--- config.mk ---
export PLATFORM = sky130hd
export DESIGN_NAME = pd_code_token_parser_unit
export DESIGN_NICKNAME = d
export VERILOG_FILES = /design/src/sv/pdctp_pkg.sv /design/src/sv/pd_code_token_parser_unit.sv /design/src/sv/pdctp_scan.sv /design/src/sv/pdctp_rq.sv
export SDC_FILE = /design/constraint.sdc
export NUM_CORES = 1
export LEC_CHECK = 0
export ABC_AREA = 1
export BUFFER_PORTS_ARGS = -buffer_cell sky130_fd_sc_hd__buf_4
export CELL_PAD_IN_SITES_DETAIL_PLACEMENT = 1
export CELL_PAD_IN_SITES_GLOBAL_PLACEMENT = 2
export CORE_MARGIN = 4
export CORE_UTILIZATION = 40
export DETAILED_ROUTE_END_ITERATION = 12
export PLACE_DENSITY = 0.8
export REMOVE_ABC_BUFFERS = 1
export SYNTH_ARGS = -nofsm -noshare
export SYNTH_HDL_FRONTEND = slang
export SYNTH_HIERARCHICAL = 1
export SYNTH_SLANG_ARGS = --single-unit
--- constraint.sdc ---
create_clock -name clk_i -period 11.4 [get_ports clk_i]
set_input_delay 2.28 -clock clk_i [delete_from_list [all_inputs] [get_ports clk_i]]
set_output_delay 2.28 -clock clk_i [all_outputs]
set_load 0.05 [all_outputs]
--- src/sv/pdctp_pkg.sv ---
`timescale 1ns / 1ps
// shared types and constants for the planar-diagram token parser
// no dependencies

package pdctp_pkg;

  localparam int LABEL_BITS_DEF = 32;
  localparam int TUPLE_SIZE     = 4;
  localparam int OUT_LABEL_W    = 32;
  localparam int RQ_DEPTH       = 4;
  localparam int RQ_PTR_W       = $clog2(RQ_DEPTH);
  localparam int RQ_CNT_W       = $clog2(RQ_DEPTH + 1);

  typedef enum logic [2:0] {
    MODE_IDLE    = 3'd0,
    MODE_NUM     = 3'd1,
    MODE_AFTER_P = 3'd2,
    MODE_AFTER_X = 3'd3,
    MODE_HALT    = 3'd4
  } mode_e;

  typedef enum logic [2:0] {
    KIND_TUPLE   = 3'd0,
    KIND_DONE    = 3'd1,
    KIND_BAD_SEP = 3'd2,
    KIND_BAD_INT = 3'd3,
    KIND_BAD_LEN = 3'd4
  } kind_e;

  typedef struct packed {
    kind_e                  kind;
    logic [OUT_LABEL_W-1:0] label_a;
    logic [OUT_LABEL_W-1:0] label_b;
    logic [OUT_LABEL_W-1:0] label_c;
    logic [OUT_LABEL_W-1:0] label_d;
    logic                   last;
  } result_t;

  typedef struct packed {
    mode_e mode;
    logic  halted;
  } scan_status_t;

  typedef struct packed {
    logic [RQ_CNT_W-1:0] count;
    logic                room;
  } rq_status_t;

endpackage

--- src/sv/pd_code_token_parser_unit.sv ---
`timescale 1ns / 1ps
// top level of the planar-diagram token parser: scanner plus result queue
// depends on pdctp_pkg, pdctp_scan, pdctp_rq
// latency: a result enters the queue in the cycle after its input beat is taken, behind any older results
// throughput: one input beat per cycle while the queue has room; output carries one result per cycle
// while the sink is ready, so bytes that give two results are drained through a four-entry queue
// reset: async active low, scanner idle with empty count, queue empty

module pd_code_token_parser_unit #(
  parameter int LABEL_BITS = pdctp_pkg::LABEL_BITS_DEF
) (
  input  logic                                clk_i,
  input  logic                                rst_ni,
  input  logic                                s_axis_tvalid_i,
  output logic                                s_axis_tready_o,
  input  logic [7:0]                          s_axis_tdata_i,  // text_byte
  input  logic                                s_axis_tlast_i,  // end_of_text
  output logic                                m_axis_tvalid_o,
  input  logic                                m_axis_tready_i,
  // label_a, label_b, label_c, label_d
  output logic [4*pdctp_pkg::OUT_LABEL_W-1:0] m_axis_tdata_o,
  output logic [2:0]                          m_axis_tuser_o,  // kind
  output logic                                m_axis_tlast_o   // final_result
);
  import pdctp_pkg::*;

  logic         in_acc;
  logic [1:0]   wr_n;
  result_t      wr0, wr1, head;
  scan_status_t scan_st;
  rq_status_t   rq_st;

  assign s_axis_tready_o = rq_st.room;
  assign in_acc          = s_axis_tvalid_i && s_axis_tready_o;

  pdctp_scan #(
    .LABEL_BITS(LABEL_BITS)
  ) u_scan (
    .clk_i        (clk_i),
    .rst_ni       (rst_ni),
    .accept_i     (in_acc),
    .text_byte_i  (s_axis_tdata_i),
    .end_of_text_i(s_axis_tlast_i),
    .wr_n_o       (wr_n),
    .wr0_o        (wr0),
    .wr1_o        (wr1),
    .status_o     (scan_st)
  );

  pdctp_rq u_rq (
    .clk_i     (clk_i),
    .rst_ni    (rst_ni),
    .wr_n_i    (wr_n),
    .wr0_i     (wr0),
    .wr1_i     (wr1),
    .rd_valid_o(m_axis_tvalid_o),
    .rd_ready_i(m_axis_tready_i),
    .head_o    (head),
    .status_o  (rq_st)
  );

  assign m_axis_tdata_o = {head.label_d, head.label_c, head.label_b, head.label_a};
  assign m_axis_tuser_o = head.kind;
  assign m_axis_tlast_o = head.last;

  a_rq_bound: assert property (@(posedge clk_i) disable iff (!rst_ni)
    rq_st.count <= RQ_CNT_W'(RQ_DEPTH))
    else $error("result queue overrun");

  a_end_done: assert property (@(posedge clk_i) disable iff (!rst_ni)
    (in_acc && s_axis_tlast_i) |=> (m_axis_tvalid_o && (scan_st.mode == MODE_IDLE)))
    else $error("end of text did not rearm or give a result");

  a_labels_zero: assert property (@(posedge clk_i) disable iff (!rst_ni)
    (m_axis_tvalid_o && (m_axis_tuser_o != KIND_TUPLE)) |-> (m_axis_tdata_o == '0))
    else $error("labels set on a non-tuple result");

  a_halt_quiet: assert property (@(posedge clk_i) disable iff (!rst_ni)
    (in_acc && scan_st.halted && !s_axis_tlast_i) |-> (wr_n == 2'd0))
    else $error("result while halted");

endmodule

--- src/sv/pdctp_scan.sv ---
`timescale 1ns / 1ps
// scanner: token state, number accumulator, held labels and result forming
// depends on pdctp_pkg

module pdctp_scan #(
  parameter int LABEL_BITS = pdctp_pkg::LABEL_BITS_DEF
) (
  input  logic                   clk_i,
  input  logic                   rst_ni,
  input  logic                   accept_i,
  input  logic [7:0]             text_byte_i,
  input  logic                   end_of_text_i,
  output logic [1:0]             wr_n_o,
  output pdctp_pkg::result_t     wr0_o,
  output pdctp_pkg::result_t     wr1_o,
  output pdctp_pkg::scan_status_t status_o
);
  import pdctp_pkg::*;

  localparam int SLOT_W = $clog2(TUPLE_SIZE);
  localparam int PROD_W = LABEL_BITS + 4;
  localparam logic [SLOT_W-1:0] SLOT_LAST = SLOT_W'(TUPLE_SIZE - 1);

  localparam logic [7:0] CH_0     = 8'h30;
  localparam logic [7:0] CH_9     = 8'h39;
  localparam logic [7:0] CH_TAB   = 8'h09;
  localparam logic [7:0] CH_CR    = 8'h0d;
  localparam logic [7:0] CH_SPACE = 8'h20;
  localparam logic [7:0] CH_COMMA = 8'h2c;
  localparam logic [7:0] CH_LPAR  = 8'h28;
  localparam logic [7:0] CH_RPAR  = 8'h29;
  localparam logic [7:0] CH_LBRK  = 8'h5b;
  localparam logic [7:0] CH_RBRK  = 8'h5d;
  localparam logic [7:0] CH_LBRC  = 8'h7b;
  localparam logic [7:0] CH_RBRC  = 8'h7d;
  localparam logic [7:0] CH_P     = 8'h50;
  localparam logic [7:0] CH_D     = 8'h44;
  localparam logic [7:0] CH_X     = 8'h58;
  localparam logic [7:0] CH_LP    = 8'h70;
  localparam logic [7:0] CH_LM    = 8'h6d;

  mode_e                  mode_q, mode_d;
  logic [LABEL_BITS-1:0]  acc_q, acc_d;
  logic [SLOT_W-1:0]      slot_q, slot_d;
  logic [LABEL_BITS-1:0]  held_q [TUPLE_SIZE-1];

  logic                   is_digit, is_sep, fin_bad, held_we;
  logic [LABEL_BITS-1:0]  digit_val;
  logic [PROD_W-1:0]      prod;
  logic                   do_fin, do_scan;
  logic [2:0]             c_v;
  result_t                c_r [3];
  result_t                blank;

  assign is_digit  = (text_byte_i >= CH_0) && (text_byte_i <= CH_9);
  assign is_sep    = (text_byte_i == CH_SPACE) ||
                     ((text_byte_i >= CH_TAB) && (text_byte_i <= CH_CR)) ||
                     (text_byte_i == CH_COMMA) || (text_byte_i == CH_LPAR) ||
                     (text_byte_i == CH_RPAR) || (text_byte_i == CH_LBRK) ||
                     (text_byte_i == CH_RBRK) || (text_byte_i == CH_LBRC) ||
                     (text_byte_i == CH_RBRC);
  assign digit_val = LABEL_BITS'(text_byte_i[3:0]);
  assign prod      = PROD_W'({acc_q, 3'b000}) + PROD_W'({acc_q, 1'b0}) +
                     PROD_W'(digit_val);
  assign fin_bad   = (acc_q == '0) || (&acc_q);

  always_comb begin
    blank         = '0;
    blank.kind    = KIND_TUPLE;
    mode_d        = mode_q;
    acc_d         = acc_q;
    slot_d        = slot_q;
    held_we       = 1'b0;
    do_fin        = 1'b0;
    do_scan       = 1'b0;
    c_v           = '0;
    c_r[0]        = blank;
    c_r[1]        = blank;
    c_r[2]        = blank;
    if (accept_i) begin
      if (end_of_text_i) begin
        do_fin = (mode_q == MODE_NUM);
      end else begin
        unique case (mode_q)
          MODE_HALT: ;
          MODE_NUM: begin
            if (is_digit) begin
              // saturate at all-ones
              if (prod[PROD_W-1:LABEL_BITS] != '0) acc_d = '1;
              else acc_d = prod[LABEL_BITS-1:0];
            end else begin
              do_fin  = 1'b1;
              do_scan = !fin_bad;
            end
          end
          MODE_AFTER_P: begin
            if (text_byte_i == CH_D) mode_d = MODE_IDLE;
            else do_scan = 1'b1;
          end
          MODE_AFTER_X: begin
            if ((text_byte_i == CH_LP) || (text_byte_i == CH_LM)) mode_d = MODE_IDLE;
            else do_scan = 1'b1;
          end
          default: do_scan = 1'b1;
        endcase
      end

      if (do_fin) begin
        acc_d = '0;
        if (fin_bad) begin
          c_v[0]      = 1'b1;
          c_r[0].kind = KIND_BAD_INT;
          mode_d      = MODE_HALT;
        end else begin
          mode_d = MODE_IDLE;
          if (slot_q == SLOT_LAST) begin
            c_v[0]         = 1'b1;
            c_r[0].label_a = OUT_LABEL_W'(held_q[0]);
            c_r[0].label_b = OUT_LABEL_W'(held_q[1]);
            c_r[0].label_c = OUT_LABEL_W'(held_q[2]);
            c_r[0].label_d = OUT_LABEL_W'(acc_q);
            slot_d         = '0;
          end else begin
            held_we = 1'b1;
            slot_d  = slot_q + SLOT_W'(1);
          end
        end
      end

      if (do_scan) begin
        mode_d = MODE_IDLE;
        if (is_digit) begin
          mode_d = MODE_NUM;
          acc_d  = digit_val;
        end else if (is_sep) begin
          mode_d = MODE_IDLE;
        end else if (text_byte_i == CH_P) begin
          mode_d = MODE_AFTER_P;
        end else if (text_byte_i == CH_X) begin
          mode_d = MODE_AFTER_X;
        end else begin
          c_v[1]      = 1'b1;
          c_r[1].kind = KIND_BAD_SEP;
          mode_d      = MODE_HALT;
        end
      end

      if (end_of_text_i) begin
        if ((mode_d != MODE_HALT) && (slot_d != '0)) begin
          c_v[1]      = 1'b1;
          c_r[1].kind = KIND_BAD_LEN;
        end
        c_v[2]      = 1'b1;
        c_r[2].kind = KIND_DONE;
        mode_d      = MODE_IDLE;
        acc_d       = '0;
        slot_d      = '0;
      end
    end
  end

  // pack the candidates into at most two results, last one flagged
  always_comb begin
    wr0_o  = c_v[0] ? c_r[0] : (c_v[1] ? c_r[1] : c_r[2]);
    wr1_o  = (c_v[0] && c_v[1]) ? c_r[1] : c_r[2];
    wr_n_o = 2'(c_v[0]) + 2'(c_v[1]) + 2'(c_v[2]);
    wr0_o.last = (wr_n_o == 2'd1);
    wr1_o.last = 1'b1;
  end

  always_ff @(posedge clk_i or negedge rst_ni) begin
    if (!rst_ni) begin
      mode_q <= MODE_IDLE;
      acc_q  <= '0;
      slot_q <= '0;
    end else begin
      mode_q <= mode_d;
      acc_q  <= acc_d;
      slot_q <= slot_d;
    end
  end

  always_ff @(posedge clk_i) begin
    if (held_we) begin
      held_q[slot_q] <= acc_q;
    end
  end

  assign status_o.mode   = mode_q;
  assign status_o.halted = (mode_q == MODE_HALT);

endmodule

--- src/sv/pdctp_rq.sv ---
`timescale 1ns / 1ps
// result queue: takes up to two results a cycle, hands out one beat a cycle while the reader is ready
// depends on pdctp_pkg

module pdctp_rq (
  input  logic                  clk_i,
  input  logic                  rst_ni,
  input  logic [1:0]            wr_n_i,
  input  pdctp_pkg::result_t    wr0_i,
  input  pdctp_pkg::result_t    wr1_i,
  output logic                  rd_valid_o,
  input  logic                  rd_ready_i,
  output pdctp_pkg::result_t    head_o,
  output pdctp_pkg::rq_status_t status_o
);
  import pdctp_pkg::*;

  result_t               mem_q [RQ_DEPTH];
  logic [RQ_PTR_W-1:0]   wp_q, wp_d, rp_q, rp_d;
  logic [RQ_CNT_W-1:0]   cnt_q, cnt_d;
  logic                  rd;

  assign rd_valid_o = (cnt_q != '0);
  assign rd         = rd_valid_o && rd_ready_i;
  assign head_o     = mem_q[rp_q];

  assign wp_d  = wp_q + RQ_PTR_W'(wr_n_i);
  assign rp_d  = rp_q + RQ_PTR_W'(rd);
  assign cnt_d = cnt_q + RQ_CNT_W'(wr_n_i) - RQ_CNT_W'(rd);

  always_ff @(posedge clk_i or negedge rst_ni) begin
    if (!rst_ni) begin
      wp_q  <= '0;
      rp_q  <= '0;
      cnt_q <= '0;
    end else begin
      wp_q  <= wp_d;
      rp_q  <= rp_d;
      cnt_q <= cnt_d;
    end
  end

  always_ff @(posedge clk_i) begin
    if (wr_n_i != 2'd0) begin
      mem_q[wp_q] <= wr0_i;
    end
    if (wr_n_i == 2'd2) begin
      mem_q[wp_q + RQ_PTR_W'(1)] <= wr1_i;
    end
  end

  assign status_o.count = cnt_q;
  // room for the worst case of two results from one beat
  assign status_o.room  = (cnt_q <= RQ_CNT_W'(RQ_DEPTH - 2));

endmodule
======== Word level (Yosys, flattened, before mapping) ========
Memory sizes are Yosys's and may differ from the RTL's.
Cells that the tools add are included.
storage, ports and cells
  memory bits (writable) .................. 624
  bits in registers ....................... 44
  memories ................................ 2
memories
  name           depth  width  read ports  clocked after memory_dff  wr ports  RTL line          text
  u_rq.mem_q     4      132    1           0                         2         pdctp_rq.sv:18    result_t mem_q [RQ_DEPTH];
  u_scan.held_q  3      32     3           0                         1         pdctp_scan.sv:45  logic [LABEL_BITS-1:0] held_q [TUPLE_SIZE-1];
operators by class
  add/sub/neg operators ................... 10
  reductions and logical operators ........ 23
  muxes and demuxes ....................... 74
  order comparisons ....................... 5
  equal/unequal tests ..................... 21
operators by type and width
  operator                                                                count
  132-bit 2-to-1 mux                                                      3
  131-bit 2-to-1 mux                                                      2
  128-bit 2-to-1 mux                                                      2
  32-bit 2-to-1 mux                                                       7
  8-bit by 7-bit == test with 1-bit output (second input constant)        9
  3-bit 2-to-1 mux                                                        21
  35-bit by 33-bit adder with 36-bit output                               1
  36-bit by 4-bit adder with 36-bit output                                1
  8-bit by 6-bit == test with 1-bit output (second input constant)        4
  32-bit logical NOT                                                      1
  32-bit AND reduction                                                    1
  1-bit 2-to-1 mux                                                        29
  2-bit 2-to-1 mux                                                        8
  1-bit logical OR                                                        10
  8-bit by 4-bit >= comparator with 1-bit output (second input constant)  1
  8-bit by 6-bit >= comparator with 1-bit output (second input constant)  1
  8-bit by 4-bit <= comparator with 1-bit output (second input constant)  1
  8-bit by 6-bit <= comparator with 1-bit output (second input constant)  1
  3-bit by 2-bit == test with 1-bit output (second input constant)        2
  1-bit logical AND                                                       6
  3-bit case mux with 2 select lines                                      1
  2-bit by 1-bit adder with 2-bit output                                  2
  2-bit by 1-bit adder with 2-bit output (second input constant)          2
  2-bit == test (second input constant)                                   2
  other kinds (14)                                                        15

======== Longest topological paths before layout ========
  depth after elaboration ................. 24
  depth in mapped cells ................... 24
  gate-level depth less buffers ........... 24

======== Hierarchy ========
The synthesis kept the hierarchy.
modules (own cells, without submodules)
  module                     times used  cells an instance  seq. area each (um2)  area each (um2)
  pdctp_rq                   1           2772               16030.4               25763.5
  pdctp_scan                 1           1336               3808.7                10198.5
  pd_code_token_parser_unit  1           2                  0.0                   7.5

======== Least setup slack after synthesis ========
OpenSTA, ideal clock, no wires.
  kind .................................... input to register
  start point ............................. input s_axis_tdata_i[7]
  end point ............................... memory u_rq/mem_q[0][0] in the netlist's numbering (enable)
  arrival ................................. 6643 ps
  setup time .............................. 1137 ps
  setup slack ............................. 3620 ps
  cell stages on the path ................. 20
  cells stage by stage .................... inv_1 -> nand2_1 -> nor2_1 -> nand2_2 -> nor2_1 -> nor2_4 -> inv_2 -> nor2_4 -> nand2_1 -> nand2_1 -> a21oi_1 -> nand2_1 -> nand2_1 -> inv_1 -> fa_1 -> inv_1 -> inv_1 -> nand4_1 -> clkbuf_1 -> nand2_1
RTL lines
  element      RTL line                         text
  from (decl)  pd_code_token_parser_unit.sv:16  input logic [7:0] s_axis_tdata_i,
  to (decl)    pdctp_rq.sv:18

==> impl_metrics.ini <==
[critical_path]
cp_max_fo = 90
crit_required_ns = 11.64
slowest_delay_ns = 0.89
crit_type = input port to register
crit_arrival_ns = 6.94
start_kind = input port
end_kind = register
slowest_stage = nand2_4
crit_chain = buf_4 -> o21ai_1 -> nand2_2 -> nor2_1 -> nor2_4 -> inv_2 -> nor2_4 -> nand2_1 -> o21ai_1 -> a21oi_1 -> nand2_1 -> nand2_1 -> inv_1 -> fa_1 -> inv_1 -> nor2_2 -> nand2_4 -> nand2_4 -> buf_12
cp_top_family = simple AND/OR/NAND/NOR gates
crit_top_cell = nand2_1
path_buf_inv = 5

[detailed_routing]
viasPerCell = 5.221
drtAntennaViolNets = 0
drtPass1Iterations = 5
wl_per_cell_microns = 19.88
num_vias = 27860
wl_mm = 106.1
drc_errors = 0
drtIter0Drc = 1725

[floorplan]
floorplan.initialDensity_pct = 40.51
core_area_sq_um = 88780
die_w_microns = 307.9
ios = 147
fp-row-count = 109
dieArea_sq_um = 94770
die_y_microns = 307.9

[finish]
stdcell_area_sq_um = 39640
final_common_cell = o21ai_0
finalCoreUtilization_pct = 44.65
nets = 4205
final-instance-count-excl-fill = 5337
syn_to_final_growth_pct = 10.21
fillers = 10300
layout_common_cells = o21ai_0, nand2_1, edfxtp_1
layout-drive-gt1-share_pct = 8.199

[clock_tree]
ctsHoldBuffers = 0
clk_latency_ns = 0.62
cts_resized = 0
postCtsSetupBuffers = 0
numCtsBuffers = 76
clk_pin_slew_ns = 0.06
cts_tree = done
htree_levels = 3
clockBufferDepth = 3
cts.sinks = 668
clockRootBuffer = clkbuf_16

[timing]
slew-limit-headroom_pct = 13.61
setup-tns-final_ns = 0
drv_slew = 0
fin_crit_ns = 6.704
finalSetupViolations = 0
layout_worst_path_cycle_share_pct = 58.81
fmaxAchievable_mhz = 149.2
finalClockSkew_ns = 0.01869
rsz0062_at_grt = false
hold_viol = 0
tightest_slew_ns = 1.294

[min_path]
min_path_type = register to register

[power]
ir_drop_uv = 272.9
powerDensity_nw_per_um2 = 243.2
p_leak_nw = 14.12

[global_routing]
grt_usage_pct = 22.38
grt-ovfl-total = 0
antenna_found_initial = 2
grt_start_max_net_pins = 194
grt_pass1_wl_mm = 165.9
grt_pass1_vias = 28780

[job]
cap_violations = 0

[place]
dp_hpwl_mm = 62.98
gp_congestion = 0.8365
io_buffers = 146
dp_cells = 5205
placed_area_sq_um = 37280

[synth]
synthCells = 4109
yosys_warnings = 6
avgSynthCellArea_sq_um = 8.753
syn_area_sq_um = 35970

[outcome]
status = completed
[through the flow]
step	hold WS, ns	worst slack, ns	power (mW)
2_1_floorplan	0.4419	-3.461	6.033
3_3_place_gp	0.5840	4.087	7.360
3_5_place_dp	0.5898	4.003	7.404
4_1_cts	0.6060	4.655	9.791
5_1_grt	0.6424	4.341	10.16
6_report	0.5967	4.696	9.642
[report_power, final]
group	total (mW)	switching (mW)	internal (mW)
Clock	2.36	0.994	1.37
Sequential	3.28	0.123	3.16
Combinational	4.00	3.08	0.920
[path summary, 6_finish.rpt]
kind | start | to | slack [ns] | cells after the start
max in group asynchronous | rst_ni | u_rq/rp_q[0]$_DFF_PN0_ | 9.18 | 1
worst min-delay path | u_rq/rp_q[1]$_DFF_PN0_ | u_rq/rp_q[1]$_DFF_PN0_ | 0.60 | 2
min in group asynchronous | rst_ni | u_scan/acc_q[1]$_DFFE_PN0P_ | 1.69 | 1
worst min register to register | u_rq/rp_q[1]$_DFF_PN0_ | u_rq/rp_q[1]$_DFF_PN0_ | 0.60 | 2
worst max register to register | u_scan/acc_q[24]$_DFFE_PN0P_ | u_rq/mem_q[2][90]$_DFFE_PP_ | 5.49 | 19
worst max-delay path | s_axis_tdata_i[1] | u_rq/mem_q[2][90]$_DFFE_PP_ | 4.70 | 19
[worst reg2reg max path, delay by kind of cell, from the launching register on]
kind	cells	cell delay, ns
compound gates	2	0.23
fa+ha+maj	1	0.56
simple gates	13	3.17
buf+inv	3	0.74
flops	1	0.71
[per-layer routing]
layer  share of wire, %  GRT usage, %
met1                 46         30.53
met4                1.6         4.371
met5                  0             0
met2                 49         38.92
met3                3.5         2.499
[registers in the layout, indices dropped and copies added, names as in the netlist]
signal and cells:
u_rq/rp_q 2, u_rq/mem_q 528, u_scan/slot_q 2, u_rq/cnt_q 3, u_scan/mode_q 3, u_scan/held_q 96
u_rq/wp_q 2, u_scan/acc_q 32
[final cells by class]
class	instances	area [sq um]	area share (%)
Sequential cell	668	19840	50.06
Inverter	282	1072	2.705
Clock inverter	42	356.6	0.8996
Tap cell	1165	1458	3.677
Clock buffer	89	2003	5.053
Antenna cell	1	2.502	0.006313
Timing Repair Buffer	175	1376	3.472
Multi-Input combinational cell	2915	13530	34.13
Power figures use the tool's default switching activity.
